## config.mk

```make
export PLATFORM = sky130hd
export DESIGN_NAME = dstof_div_cell
export DESIGN_NICKNAME = d
export VERILOG_FILES = /design/src/hw/rtl/dstof_pkg.sv /design/src/hw/rtl/dstof_div_cell.sv
export SDC_FILE = /design/constraint.sdc
export NUM_CORES = 1
export LEC_CHECK = 0
export BUFFER_PORTS_ARGS = -buffer_cell sky130_fd_sc_hd__buf_4
export CAP_MARGIN = 30
export CORE_MARGIN = 8
export CORE_UTILIZATION = 54
export CTS_CLUSTER_DIAMETER = 100
export DETAILED_ROUTE_END_ITERATION = 7
export GPL_TIMING_DRIVEN = 1
export PLACE_DENSITY = 0.82
export SLEW_MARGIN = 20
export SYNTH_ARGS = -nofsm -noshare
export SYNTH_HDL_FRONTEND = slang
export SYNTH_SLANG_ARGS = --single-unit
```

## constraint.sdc

```tcl
create_clock -name clk -period 5.41 [get_ports clk]
set_input_delay 1.082 -clock clk [delete_from_list [all_inputs] [get_ports clk]]
set_output_delay 1.082 -clock clk [all_outputs]
set_load 0.05 [all_outputs]
```

## src/hw/rtl/dstof_pkg.sv

```systemverilog
// Shared types and constants for the two-way ranging time-of-flight block.
package dstof_pkg;

    localparam int QBITS       = 33;
    localparam int FLIGHT_W    = 32;
    localparam int DIST_W      = 52;
    localparam int SCALE_W     = 20;
    localparam int STAMP_W     = 32;
    localparam logic [SCALE_W-1:0] SCALE_RESET = 20'd307387;
    localparam logic [FLIGHT_W-1:0] FLIGHT_MAX = 32'h7FFF_FFFF;
    localparam logic [FLIGHT_W-1:0] FLIGHT_MIN = 32'h8000_0000;

    typedef struct packed {
        logic v;
        logic neg;
        logic ovf;
        logic zero;
    } div_ctl_t;

endpackage

```

## src/hw/rtl/dstof_div_cell.sv

```systemverilog
// One restoring-division cell: produces one quotient bit per beat.
module dstof_div_cell #(
    parameter int W = 32
) (
    input  logic                         clk,
    input  logic                         rst_n,
    input  dstof_pkg::div_ctl_t          ctl_in,
    input  logic [W+1:0]                 den_in,
    input  logic [W+1:0]                 rem_in,
    input  logic [dstof_pkg::QBITS-1:0]  bits_in,
    input  logic                         hold_in,
    output dstof_pkg::div_ctl_t          ctl_out,
    output logic [W+1:0]                 den_out,
    output logic [W+1:0]                 rem_out,
    output logic [dstof_pkg::QBITS-1:0]  bits_out,
    output logic                         hold_out
);
    import dstof_pkg::*;

    div_ctl_t           ctl_reg;
    logic [W+1:0]       den_reg;
    logic [W+1:0]       rem_reg;
    logic [QBITS-1:0]   bits_reg;
    logic [W+1:0]       rem_next;
    logic [QBITS-1:0]   bits_next;
    logic [W+3:0]       diff;
    logic               ge;

    assign diff      = {1'b0, rem_in, bits_in[QBITS-1]} - {2'b00, den_in};
    assign ge        = ~diff[W+3];
    assign rem_next  = ge ? diff[W+1:0] : {rem_in[W:0], bits_in[QBITS-1]};
    assign bits_next = {bits_in[QBITS-2:0], ge};
    assign hold_out  = ctl_reg.v & hold_in;

    always_ff @(posedge clk or negedge rst_n)
    begin
        if (!rst_n)
        begin
            ctl_reg <= '0;
        end
        else if (!hold_out)
        begin
            ctl_reg <= ctl_in;
        end
    end

    always_ff @(posedge clk)
    begin
        if (!hold_out)
        begin
            den_reg  <= den_in;
            rem_reg  <= rem_next;
            bits_reg <= bits_next;
        end
    end

    assign ctl_out  = ctl_reg;
    assign den_out  = den_reg;
    assign rem_out  = rem_reg;
    assign bits_out = bits_reg;

endmodule

```

==> flow_summary.ini <==
[drt]
dr.pass1.iters = 4
via_per_inst = 5.44
ant_nets = 0
drc_errors = 0
drt_wl_total_um = 15700
drt_iter0_drc = 337
num_vias = 4420
wl_per_cell_um = 19.3

[yosys]
syn_inst = 455
ys_warn_count = 0
ys_top_cells_by_count = edfxtp_1 (101), inv_1 (42), ha_1 (34), a21oi_1 (33), mux2_4 (28)
yosysTopAreaCell = edfxtp_1
synth.most_common_cell = edfxtp_1
synth-seq-cells = 105
synth_edf_count = 101
synth_area_per_cell_um2 = 12.7
yosysUniqueCellTypes = 57
ys_seq_area_share_pct = 54.3
syn_nets = 598
synth_top_area_share_pct = 52.6
synth_top_flop_cell = edfxtp_1
async_reset_ff_share_pct = 3.81
syn_area_mm2 = 0.00577
synthTopCellsByArea = edfxtp_1 (53%), ha_1 (7.4%), mux2_4 (7.3%)

[timing]
setup_tns_ns = 0
period_share_pct = 71.4
rsz0062_at_grt = no
setup_viol_count_final = 0
period_needed_ns = 3.86
final_max_slew_viol_count = 0
skew_ns = 0.0190
finalHoldViolations = 0
fmax_mhz = 259
slew_headroom_pct = 44.7
worst_pin_slew_ns = 0.829

[grt]
grt_start_max_net_pins = 67
grt_pass1_vias = 4525
gr-total-overflow = 0
grt_pass1_wl_um = 24400
track_usage_pct = 21.4
antenna_found_initial = 0

[clocking]
postCtsSetupBuffers = 0
hold_buffers = 0
tritoncts = done
htree_levels = 3
root_buffer = clkbuf_8
cts_made_buffers = 9
clock-sinks = 105
path_clk_slew_ns = 0.11
ctsResizeCount = 0
clock_path_buffers = 2
clk-insertion-delay-late_ns = 0.37

[setup_path]
path_max_fanout = 5
cp-endpoint = rem_out[26]
critPathCaptureType = flip-flop
critical_path_arrival_ns = 3.98
path_common_cell = inv_1
cp_cell_sequence = buf_4 > inv_1 > ha_1 > inv_1 > fa_1 > a211oi_1 > o21ai_0 > a31oi_1 > o211ai_1 > a21boi_0 > o311ai_1 > mux2_4
cp_slowest_cell = fa_1
cp-startpoint = bits_in[32]
critPathRequiredTime_ns = 5.52
critPathKind = in -> reg
reg2regPathDepth = 3
start_kind = primary input
max_stage_delay_ns = 0.43
worstReg2RegEnd = ctl_out[1]
r2r_setup_slack_ns = 3.23
r2r_start = ctl_out[3]

[pwr]
p_per_area_mw_per_mm2 = 318
p_int_uw = 1560
p_seq_share_pct = 42.1
ir_drop_uv = 178
fin_total_pwr_uw = 2440
p_sw_uw = 885
swShare_pct = 36.2
p_clk_share_pct = 21.4
combPwrFrac_pct = 36.5
p_leak_uw = 0.00353

[die]
die_w_um = 119
dieArea_mm2 = 0.0142
chipHeight_um = 119
io_pins = 214
fp.coreArea_mm2 = 0.0104
start_util_pct = 55.6
rows = 37

[finish]
nNetsFinal = 814
regArea_mm2 = 0.00313
area_delta_synth_final_pct = 33.1
multi_input_area_mm2 = 0.00239
fill_cells = 721
drive_gt1_share_pct = 41.0
antenna_cells = 0

[outcome]
status = completed

[placed_design]
hpwl_um = 12500
portBuffers = 213
gp_congestion = 0.847

[job]
maxCapViolations = 0

[hold_path]
min_path_type = in -> async
## state kept, by name (all words and copies together) (netlist names)
signal and count:
ctl_out 4, rem_out 34, den_out 34, bits_out 33
## critical path: cells and delay by family
kind,cells,cell delay (ns)
buf+inv,3,0.22
fa+ha+maj,2,0.59
mux,1,0.28
compound gates,6,1.82
## stage by stage
stage / hold slack [ns] / setup slack, ns / util [%] / cell area [um2] / instances
global placement: 0.499 / 1.41 / 71.9 / 7460 / 796
CTS: 0.472 / 1.62 / 74.0 / 7680 / 812
global route: 0.461 / 1.48 / 74.0 / 7680 / 812
finish: 0.476 / 1.55 / 74.0 / 7680 / 812
floorplan: 0.786 / 0.0722 / - / 5770 / 455
detailed placement: 0.506 / 1.25 / 71.9 / 7460 / 796
## power by group through the flow
stage / clock, uW / combinational [uW] / sequential, uW
6_report: 522 / 893 / 1030
5_1_grt: 560 / 945 / 1040
4_1_cts: 533 / 898 / 1030
3_5_place_dp: 0 / 895 / 1050
3_3_place_gp: 0 / 883 / 1040
2_1_floorplan: 0 / 321 / 1350
## cells by family after synthesis
group                    after synthesis  share of synthesized area (%)
XOR/XNOR                              28                           4.25
multiplexers                          36                           8.80
AO/OA/AOI/OAI                        112                           13.2
flip-flops                           105                           54.3
buffers and inverters                 52                           4.45
adder cells (fa/ha/maj)               35                           7.72
AND/OR/NAND/NOR                       87                           7.24
## cells in the final DEF (no fill, tap or decap), types with 3 or more instances in the layout
cell and count:
mux2_2 6, o21bai_1 5, nor2b_1 4, inv_6 3, mux2_4 28, a31oi_1 4, and2_1 5, o21ai_0 22
a21oi_1 33, dfrtp_1 4, edfxtp_1 101, nor3_1 9, xor2_1 9, a211oi_1 3, nand2_1 23, a21o_1 12
buf_4 214, o211a_1 4, xnor2_1 19, clkbuf_8 9, nand3_1 5, ha_1 34, inv_1 42, and3_1 7
nand4_1 4, nor2_1 21, a21boi_0 3
## area by class of cell
type / count / share of cell area, %
inverter: 43 / 2.13
tap: 136 / 2.22
clock buffer: 9 / 1.61
multi-input combinational: 298 / 31.1
clock inverter: 7 / 1.21
timing repair buffer: 214 / 20.9
sequential: 105 / 40.8
## how the worst min path moves through the flow
stage,start,endpoint,slack [ns],cells past startpoint
final,rst_n,ctl_out[0],0.48,1
after global routing,rst_n,ctl_out[2],0.46,1
after CTS,rst_n,ctl_out[3],0.47,1
after detailed placement,ctl_out[0],ctl_out[0],0.51,1
after global placement,ctl_out[2],ctl_out[2],0.50,1
after floorplan,rst_n,ctl_out[0],0.79,0
## metal layers
metal	vias to the layer above	routed length [um]	global-route usage [%]
met5	-	0	0
met4	0	176	5.00
met3	12	1150	5.95
met2	178	8000	37.7
met1	2107	6350	25.4
li1	2123	-	-
(Power assumes the default switching activity.)
